$ cat src/design/extent_range_lookup_core_assert.svh
// Assertion macros of the extent lookup RTL.
`ifndef EXTENT_RANGE_LOOKUP_CORE_ASSERT_SVH
`define EXTENT_RANGE_LOOKUP_CORE_ASSERT_SVH

// Same-cycle implication, disabled while in reset.
`define ERL_ASSERT_IMPLY(lbl, ante, cons) \
	lbl: assert property (@(posedge clk) disable iff (!arst_n) (ante) |-> (cons)) \
		else $error("extent lookup: implication check failed");

// Next-cycle implication, disabled while in reset.
`define ERL_ASSERT_NEXT(lbl, ante, cons) \
	lbl: assert property (@(posedge clk) disable iff (!arst_n) (ante) |=> (cons)) \
		else $error("extent lookup: next-cycle check failed");

`endif

$ cat src/design/erl_pkg.sv
// Shared constants and types of the extent lookup block.
`default_nettype none

package erl_pkg;

	localparam int TABLE_ENTRIES = 16;
	localparam int MEMBER_DISKS  = 4;

	localparam int IDX_W    = (TABLE_ENTRIES > 1) ? $clog2(TABLE_ENTRIES) : 1;
	localparam int CNT_W    = $clog2(TABLE_ENTRIES + 1);
	localparam int SECT_W   = 48;
	localparam int PHYS_W   = SECT_W + 1;
	localparam int SLOT_W   = 4;
	localparam int DISK_W   = 2;
	localparam int ACTIVE_W = 5;

	// s_tdata layout, lowest bit first
	localparam int SECTOR_LSB = 0;
	localparam int SLOT_LSB   = SECTOR_LSB + SECT_W;
	localparam int START_LSB  = SLOT_LSB + SLOT_W;
	localparam int LENGTH_LSB = START_LSB + SECT_W;
	localparam int BASE_LSB   = LENGTH_LSB + SECT_W;
	localparam int DISK_LSB   = BASE_LSB + SECT_W;
	localparam int S_RAW_W    = DISK_LSB + DISK_W;
	localparam int S_TDATA_W  = ((S_RAW_W + 7) / 8) * 8;

	// m_tdata layout, lowest bit first
	localparam int M_RAW_W    = DISK_W + PHYS_W;
	localparam int M_TDATA_W  = ((M_RAW_W + 7) / 8) * 8;

	localparam logic MODE_LOOKUP = 1'b0;
	localparam logic MODE_WRITE  = 1'b1;

	// Stored extent: start, exclusive end, and (base - start) mod 2^49
	typedef struct packed {
		logic [SECT_W-1:0] start;
		logic [PHYS_W-1:0] lim;
		logic [PHYS_W-1:0] delta;
		logic [DISK_W-1:0] disk;
	} entry_t;

	typedef struct packed {
		logic             wr_en;
		logic [IDX_W-1:0] wr_addr;
		logic             rd_en;
		logic [IDX_W-1:0] rd_addr;
	} tbl_ctl_t;

endpackage

`default_nettype wire

$ cat src/design/erl_table.sv
// Extent table memory: one write port, one read port with registered data.
`default_nettype none

module erl_table (
	input  wire logic             clk,
	input  erl_pkg::tbl_ctl_t     ctl,
	input  erl_pkg::entry_t       wr_data,
	output erl_pkg::entry_t       rd_data
);

	erl_pkg::entry_t mem [erl_pkg::TABLE_ENTRIES];

	always_ff @(posedge clk) begin
		if (ctl.wr_en) begin
			mem[ctl.wr_addr] <= wr_data;
		end
	end

	always_ff @(posedge clk) begin
		if (ctl.rd_en) begin
			rd_data <= mem[ctl.rd_addr];
		end
	end

endmodule

`default_nettype wire

$ cat src/design/extent_range_lookup_core.sv
// Extent lookup: translates logical sectors to (disk, physical sector).
//
// Input stream s_*: one request per handshake. s_tuser[0] is the mode:
// 0 looks up s_tdata's logical sector, 1 writes one table entry. A write
// is done at acceptance and gives no response. A lookup scans entries
// 0 .. active_entries-1 in order, one memory read per cycle, stopping at
// the first extent that holds the sector.
// Output stream m_*: one response per lookup; m_tuser[0] is the hit flag,
// m_tdata holds disk index and physical sector (both zero on a miss).
// A lookup passes the table read register, the compare into the result
// registers and then the output register (with active_entries = 0 it
// goes straight to a miss in the result registers). No new request is
// taken until the response reaches the output register; the scan through
// the single read port of the table memory limits the lookup rate.
// cfg_*: writes active_entries (values above the table depth act as the
// depth); write only while the block is idle.
// Reset clears the control state and active_entries; table contents stay
// undefined until written. If the receiver stalls, the response holds in
// the output register and a finished second lookup waits before leaving.
`default_nettype none

module extent_range_lookup_core (
	input  wire logic                           clk,
	input  wire logic                           arst_n,
	// request: lookup_sector, entry_slot, entry_start, entry_length,
	// entry_base, entry_disk, zero pad
	input  wire logic                           s_tvalid,
	output logic                                s_tready,
	input  wire logic [erl_pkg::S_TDATA_W-1:0]  s_tdata,
	input  wire logic [0:0]                     s_tuser,    // mode
	// response: disk_index, physical_sector, zero pad
	output logic                                m_tvalid,
	input  wire logic                           m_tready,
	output logic      [erl_pkg::M_TDATA_W-1:0]  m_tdata,
	output logic      [0:0]                     m_tuser,    // hit
	// active_entries register
	input  wire logic                           cfg_valid,
	output logic                                cfg_ready,
	input  wire logic [erl_pkg::ACTIVE_W-1:0]   cfg_data
);

	typedef enum logic [1:0] {
		ST_IDLE,
		ST_SCAN,
		ST_DONE
	} state_t;

	state_t                           state_q;
	logic [erl_pkg::ACTIVE_W-1:0]     active_q;
	logic [erl_pkg::SECT_W-1:0]       sector_q;
	logic [erl_pkg::CNT_W-1:0]        limit_q;
	logic [erl_pkg::CNT_W-1:0]        idx_q;
	logic                             chk_s1;   // table data valid for compare
	logic                             last_s1;  // that entry is the last one
	logic                             res_hit_q;
	logic [erl_pkg::DISK_W-1:0]       res_disk_q;
	logic [erl_pkg::PHYS_W-1:0]       res_phys_q;
	logic                             m_valid_q;
	logic                             m_hit_q;
	logic [erl_pkg::DISK_W-1:0]       m_disk_q;
	logic [erl_pkg::PHYS_W-1:0]       m_phys_q;

	erl_pkg::tbl_ctl_t                tbl_ctl;
	erl_pkg::entry_t                  wr_entry;
	erl_pkg::entry_t                  rd_entry;

	logic                             s_acc;
	logic                             in_mode;
	logic [erl_pkg::SECT_W-1:0]       in_sector;
	logic [erl_pkg::SLOT_W-1:0]       in_slot;
	logic [erl_pkg::SECT_W-1:0]       in_start;
	logic [erl_pkg::SECT_W-1:0]       in_length;
	logic [erl_pkg::SECT_W-1:0]       in_base;
	logic [erl_pkg::DISK_W-1:0]       in_disk;
	logic [erl_pkg::CNT_W-1:0]        sat_limit;
	logic                             issue;
	logic                             match;
	logic                             stop;
	logic [erl_pkg::PHYS_W-1:0]       phys;
	logic                             out_free;

	assign in_mode   = s_tuser[0];
	assign in_sector = s_tdata[erl_pkg::SECTOR_LSB +: erl_pkg::SECT_W];
	assign in_slot   = s_tdata[erl_pkg::SLOT_LSB   +: erl_pkg::SLOT_W];
	assign in_start  = s_tdata[erl_pkg::START_LSB  +: erl_pkg::SECT_W];
	assign in_length = s_tdata[erl_pkg::LENGTH_LSB +: erl_pkg::SECT_W];
	assign in_base   = s_tdata[erl_pkg::BASE_LSB   +: erl_pkg::SECT_W];
	assign in_disk   = s_tdata[erl_pkg::DISK_LSB   +: erl_pkg::DISK_W];

	assign s_tready  = (state_q == ST_IDLE);
	assign s_acc     = s_tvalid && s_tready;
	assign cfg_ready = 1'b1;

	// active_entries above the depth searches the whole table
	assign sat_limit = (32'(active_q) > erl_pkg::TABLE_ENTRIES)
		? erl_pkg::CNT_W'(erl_pkg::TABLE_ENTRIES)
		: erl_pkg::CNT_W'(active_q);

	// End and base offset are folded in at write time, so the lookup
	// needs only two compares and one add per entry.
	assign wr_entry.start = in_start;
	assign wr_entry.lim   = {1'b0, in_start} + {1'b0, in_length};
	assign wr_entry.delta = {1'b0, in_base} - {1'b0, in_start};
	assign wr_entry.disk  = in_disk;

	assign issue = (state_q == ST_SCAN) && (idx_q < limit_q) && !stop;

	always_comb begin
		tbl_ctl.wr_en   = s_acc && (in_mode == erl_pkg::MODE_WRITE)
			&& (32'(in_slot) < erl_pkg::TABLE_ENTRIES);
		tbl_ctl.wr_addr = erl_pkg::IDX_W'(in_slot);
		tbl_ctl.rd_en   = issue;
		tbl_ctl.rd_addr = idx_q[erl_pkg::IDX_W-1:0];
	end

	erl_table u_table (
		.clk     (clk),
		.ctl     (tbl_ctl),
		.wr_data (wr_entry),
		.rd_data (rd_entry)
	);

	// Compare stage on the registered table data
	assign match = (sector_q >= rd_entry.start)
		&& ({1'b0, sector_q} < rd_entry.lim);
	assign phys  = {1'b0, sector_q} + rd_entry.delta;
	assign stop  = chk_s1 && (match || last_s1);

	assign out_free = !m_valid_q || m_tready;

	always_ff @(posedge clk or negedge arst_n) begin
		if (!arst_n) begin
			state_q    <= ST_IDLE;
			active_q   <= '0;
			sector_q   <= '0;
			limit_q    <= '0;
			idx_q      <= '0;
			chk_s1     <= 1'b0;
			last_s1    <= 1'b0;
			res_hit_q  <= 1'b0;
			res_disk_q <= '0;
			res_phys_q <= '0;
			m_valid_q  <= 1'b0;
			m_hit_q    <= 1'b0;
			m_disk_q   <= '0;
			m_phys_q   <= '0;
		end else begin
			if (cfg_valid && cfg_ready) begin
				active_q <= cfg_data;
			end
			// ST_DONE refills the output register itself
			if (m_valid_q && m_tready && (state_q != ST_DONE)) begin
				m_valid_q <= 1'b0;
			end

			unique case (state_q)
				ST_IDLE: begin
					chk_s1 <= 1'b0;
					if (s_acc && (in_mode == erl_pkg::MODE_LOOKUP)) begin
						sector_q   <= in_sector;
						limit_q    <= sat_limit;
						idx_q      <= '0;
						res_hit_q  <= 1'b0;
						res_disk_q <= '0;
						res_phys_q <= '0;
						// nothing to search: straight to a miss
						state_q    <= (sat_limit == '0) ? ST_DONE : ST_SCAN;
					end
				end
				ST_SCAN: begin
					chk_s1  <= issue;
					last_s1 <= (idx_q == limit_q - erl_pkg::CNT_W'(1));
					if (issue) begin
						idx_q <= idx_q + erl_pkg::CNT_W'(1);
					end
					if (stop) begin
						res_hit_q  <= match;
						res_disk_q <= match ? rd_entry.disk : '0;
						res_phys_q <= match ? phys : '0;
						state_q    <= ST_DONE;
					end
				end
				ST_DONE: begin
					chk_s1 <= 1'b0;
					if (out_free) begin
						m_valid_q <= 1'b1;
						m_hit_q   <= res_hit_q;
						m_disk_q  <= res_disk_q;
						m_phys_q  <= res_phys_q;
						state_q   <= ST_IDLE;
					end
				end
				default: begin
					state_q <= ST_IDLE;
				end
			endcase
		end
	end

	assign m_tvalid = m_valid_q;
	assign m_tuser  = m_hit_q;
	assign m_tdata  = erl_pkg::M_TDATA_W'({m_phys_q, m_disk_q});

	`include "extent_range_lookup_core_assert.svh"

	// no compare data in flight while new requests are taken
	`ERL_ASSERT_IMPLY(a_idle_no_compare, s_tready, !chk_s1)
	// a miss carries all-zero data
	`ERL_ASSERT_IMPLY(a_miss_zero, m_tvalid && !m_tuser[0], m_tdata == '0)
	// the scan never reads past the searched range
	`ERL_ASSERT_IMPLY(a_scan_bound, state_q == ST_SCAN, idx_q <= limit_q && limit_q != '0)
	// a finished lookup reaches the output register when it is free
	`ERL_ASSERT_NEXT(a_done_moves, state_q == ST_DONE && out_free, m_tvalid && s_tready)

endmodule

`default_nettype wire

$ cat config.mk
export PLATFORM = sky130hd
export DESIGN_NAME = extent_range_lookup_core
export DESIGN_NICKNAME = d
export VERILOG_FILES = /design/src/design/erl_pkg.sv /design/src/design/erl_table.sv /design/src/design/extent_range_lookup_core.sv
export VERILOG_INCLUDE_DIRS = /design/src /design/src/design
export SDC_FILE = /design/constraint.sdc
export NUM_CORES = 2
export LEC_CHECK = 0
export BUFFER_PORTS_ARGS = -buffer_cell sky130_fd_sc_hd__buf_2
export CORE_MARGIN = 1
export CORE_UTILIZATION = 55
export CTS_BUF_LIST = sky130_fd_sc_hd__clkbuf_2
export DETAILED_ROUTE_END_ITERATION = 6
export PLACE_DENSITY = 0.74
export SYNTH_ARGS = -nofsm -noshare
export SYNTH_HDL_FRONTEND = slang
export SYNTH_SLANG_ARGS = --single-unit
$ cat constraint.sdc
create_clock -name clk -period 23.5 [get_ports clk]
set_input_delay 2.35 -clock clk [delete_from_list [all_inputs] [get_ports clk]]
set_output_delay 2.35 -clock clk [all_outputs]
set_load 0.03 [all_outputs]
==> metrics.cfg <==
[status]
status = completed

[setup_path]
rr_startpoint = idx_q[0]$_DFFE_PN0P_
end_kind = flop
cp.arrival_ns = 7.94
worstPathRequired_ns = 25.08
startpoint_type = flop
path_max_fanout = 99
cp-startpoint = idx_q[0]$_DFFE_PN0P_
worstSetupPathType = flop to flop

[grt]
grt.total_usage_pct = 27.1
antenna_found_initial = 24
overflow = 0
grt_max_degree = 116
grt_pass1_vias = 59100
grt_first_pass_wirelength_mm = 393

[layout]
drive_gt1_share_pct = 32.3
fill_cells = 14100
area_delta_synth_final_pct = 9.46
final_nets = 6762
fin_util_pct = 60.8
final_area_um2 = 120000

[cts]
clockBufferDepth = 4
holdBufCountCts = 0
path_clk_slew_ns = 0.11
post-cts-setup-buffers = 0
cts_sinks = 2688
cts_root_buf = clkbuf_2
htreeDepth = 6
cts_resized = 0
cts_tree = built
clk_latency_ns = 1.92
cts_buffers = 651

[sta]
min_period_ns = 6.36
maxSlewHeadroom_pct = 2.14
worstMarginPinSlew_ns = 1.46
rsz0062_at_grt = no
setup_viol = 0
final_max_slew_viol_count = 0
hold_viol = 0
max_freq_mhz = 157
post-route-period-util_pct = 27.1
fin_skew_ns = 0.160
finalSetupTns_ns = 0

[floorplanning]
start_util_pct = 55.5
dieHeight_um = 449
coreArea_um2 = 198000
dieArea_um2 = 201000
die_w_um = 449
io_pins = 271
core.rowCount = 163

[synth]
yosysTopAreaCell = edfxtp_1
syn_inst = 5510
synth_seq_cells = 2688
synthFlopType = edfxtp_1
synth.area.top_cells = edfxtp_1 69%, mux4_2 15%, dfrtp_1 3.9%
synth-async-reset-ratio_pct = 6.40
yosys_warnings = 0
synthesis.area_um2 = 110000
synth_edf_count = 2516
synth_top_area_share_pct = 68.8
syn_area_per_cell_um2 = 19.9
synth.distinct_cells = 75
seq_area_frac_synth_pct = 72.7

[drt]
drc_errors = 0
first_iter_violations = 6647
avgRoutedWirePerCell_um = 29.1
antenna_left = 0
viasPerCell = 6.24
finalWirelength_mm = 273
dr.pass1.iters = 6
vias = 58500

[power]
p_total_uw = 13100
power_density_nw_per_um2 = 109
ir_drop_v = 0.0000874
p_leak_uw = 0.0420

[placement]
post-dp-hpwl_mm = 155
place.gp.congestion = 0.959
place_area_um2 = 115000
portBuffers = 262

[hold_path]
hp-class = flop to flop
min_from = res_hit_q$_DFFE_PN0P_

[job]
maxCapViolCount = 0

-- cell type report --
cell class	instances	area, µm²	share of cell area [%]
sequential	2688	79900	66.4
multi-input combinational	2404	28500	23.7
clock buffer	923	4620	3.84
tap	2640	3300	2.75
timing repair buffer	362	2220	1.85
clock inverter	157	893	0.743
inverter	195	739	0.615
antenna	12	30.0	0.0250
-- through the flow --
step,worst slack [ns],hold slack [ns],instances
after floorplan,9.87,0.415,5514
after global placement,16.35,0.443,8289
after detailed placement,16.22,0.463,8289
after CTS,16.85,0.405,9369
after global routing,16.56,0.500,9380
final,17.14,0.484,9381
-- synth_stat cells (12+ instances only) --
library cell  count
a211oi_1         12
a21o_1          123
a21oi_1         155
a31oi_1          18
and3_1           19
buf_1            55
clkbuf_1        163
dfrtp_1         172
edfxtp_1       2516
ha_1            246
inv_1           195
mux2_2           57
mux4_2          740
nand2_1         251
nand2b_1         37
nand3_1          86
nand4_1          33
nor2_1           95
nor2b_1          35
nor3_1           26
o211ai_1         12
o21a_1           17
o21ai_0         141
o21bai_1         15
or3_1            13
xnor2_1          83
xor2_1           43
-- power breakdown --
| group | switching, µW | internal, µW | leakage [µW] |
|---|---|---|---|
| logic | 2170 | 1810 | 0.0127 |
| clock network | 1780 | 1150 | 0.00429 |
| registers | 368 | 5800 | 0.0250 |
| total | 4330 | 8760 | 0.0420 |
-- placed cells by master, fill, tap and decap left out, drive strengths merged, types with 7 or more instances in the layout --
cell / synthesis / final
buf: 64 / 361
a221oi: 7 / 7
o21bai: 15 / 15
nand3b: 9 / 9
o31ai: 10 / 10
a21oi: 155 / 155
a21boi: 8 / 8
o221ai: 7 / 7
a21o: 123 / 123
nand3: 86 / 86
a31oi: 18 / 18
dfrtp: 172 / 172
nor2: 95 / 95
inv: 195 / 209
xnor2: 83 / 83
o21ai: 143 / 143
mux4: 740 / 740
a211oi: 12 / 12
o21a: 17 / 17
edfxtp: 2516 / 2516
nand2: 251 / 251
and4: 7 / 7
nor2b: 35 / 35
clkinv: 0 / 132
mux2: 57 / 57
and3: 19 / 19
ha: 246 / 246
or3: 13 / 13
clkbuf: 163 / 924
diode: 0 / 12
nor3: 26 / 26
nand2b: 37 / 37
o211ai: 12 / 12
nand4: 33 / 33
a211o: 7 / 7
bufinv: 0 / 10
and2: 12 / 12
xor2: 43 / 43
-- worst paths after layout --
kind | endpoint | slack [ns] | cells after the start
setup / recovery | u_table.rd_data[113]$_DFFE_PP_ | 17.14 | 7
max in group asynchronous | m_phys_q[40]$_DFFE_PN0P_ | 21.36 | 2
min in group asynchronous | sector_q[9]$_DFFE_PN0P_ | 0.63 | 1
hold reg to reg | res_hit_q$_DFFE_PN0P_ | 0.48 | 2
hold / removal | res_hit_q$_DFFE_PN0P_ | 0.48 | 2
setup reg to reg | u_table.rd_data[113]$_DFFE_PP_ | 17.14 | 7
-- sequential cells by signal, indices dropped and copies added, names as in the netlist --
name,flops
chk_s1,1
limit_q,5
m_tuser,1
u_table.rd_data,148
m_tvalid,1
m_phys_q,49
state_q,2
active_q,5
last_s1,1
res_disk_q,2
m_disk_q,2
res_hit_q,1
sector_q,48
idx_q,5
res_phys_q,49
u_table.mem,2368
-- metal layers --
layer | part of all wire (%) | vias to the layer above | GRT usage, %
met5 | 0.034 | - | 0
met4 | 2.9 | 14 | 9.66
met3 | 11 | 461 | 6.85
met2 | 47 | 3221 | 41.6
met1 | 39 | 30300 | 38.0
li1 | - | 24500 | -
-- worst max-delay path, cell delays in order (launching register included) --
cell     delay [ns]
dfrtp_4        0.90
buf_12         0.67
buf_4          0.85
buf_4          0.80
buf_4          0.80
buf_4          0.63
mux4_2         0.61
mux4_2         0.56
-- cells by family (layout without fill, tap and decap cells) --
family | count (synthesis) | in the layout | synth area share (%)
simple gates | 643 | 643 | 2.80
mux | 798 | 798 | 15.8
xor+xnor | 126 | 126 | 1.00
buf+inv | 422 | 1637 | 1.48
compound gates | 582 | 582 | 3.38
other cells | 2 | 18 | 0.00684
flops | 2688 | 2688 | 72.7
fa+ha+maj | 249 | 249 | 2.86
Power figures use the tool's default switching activity.
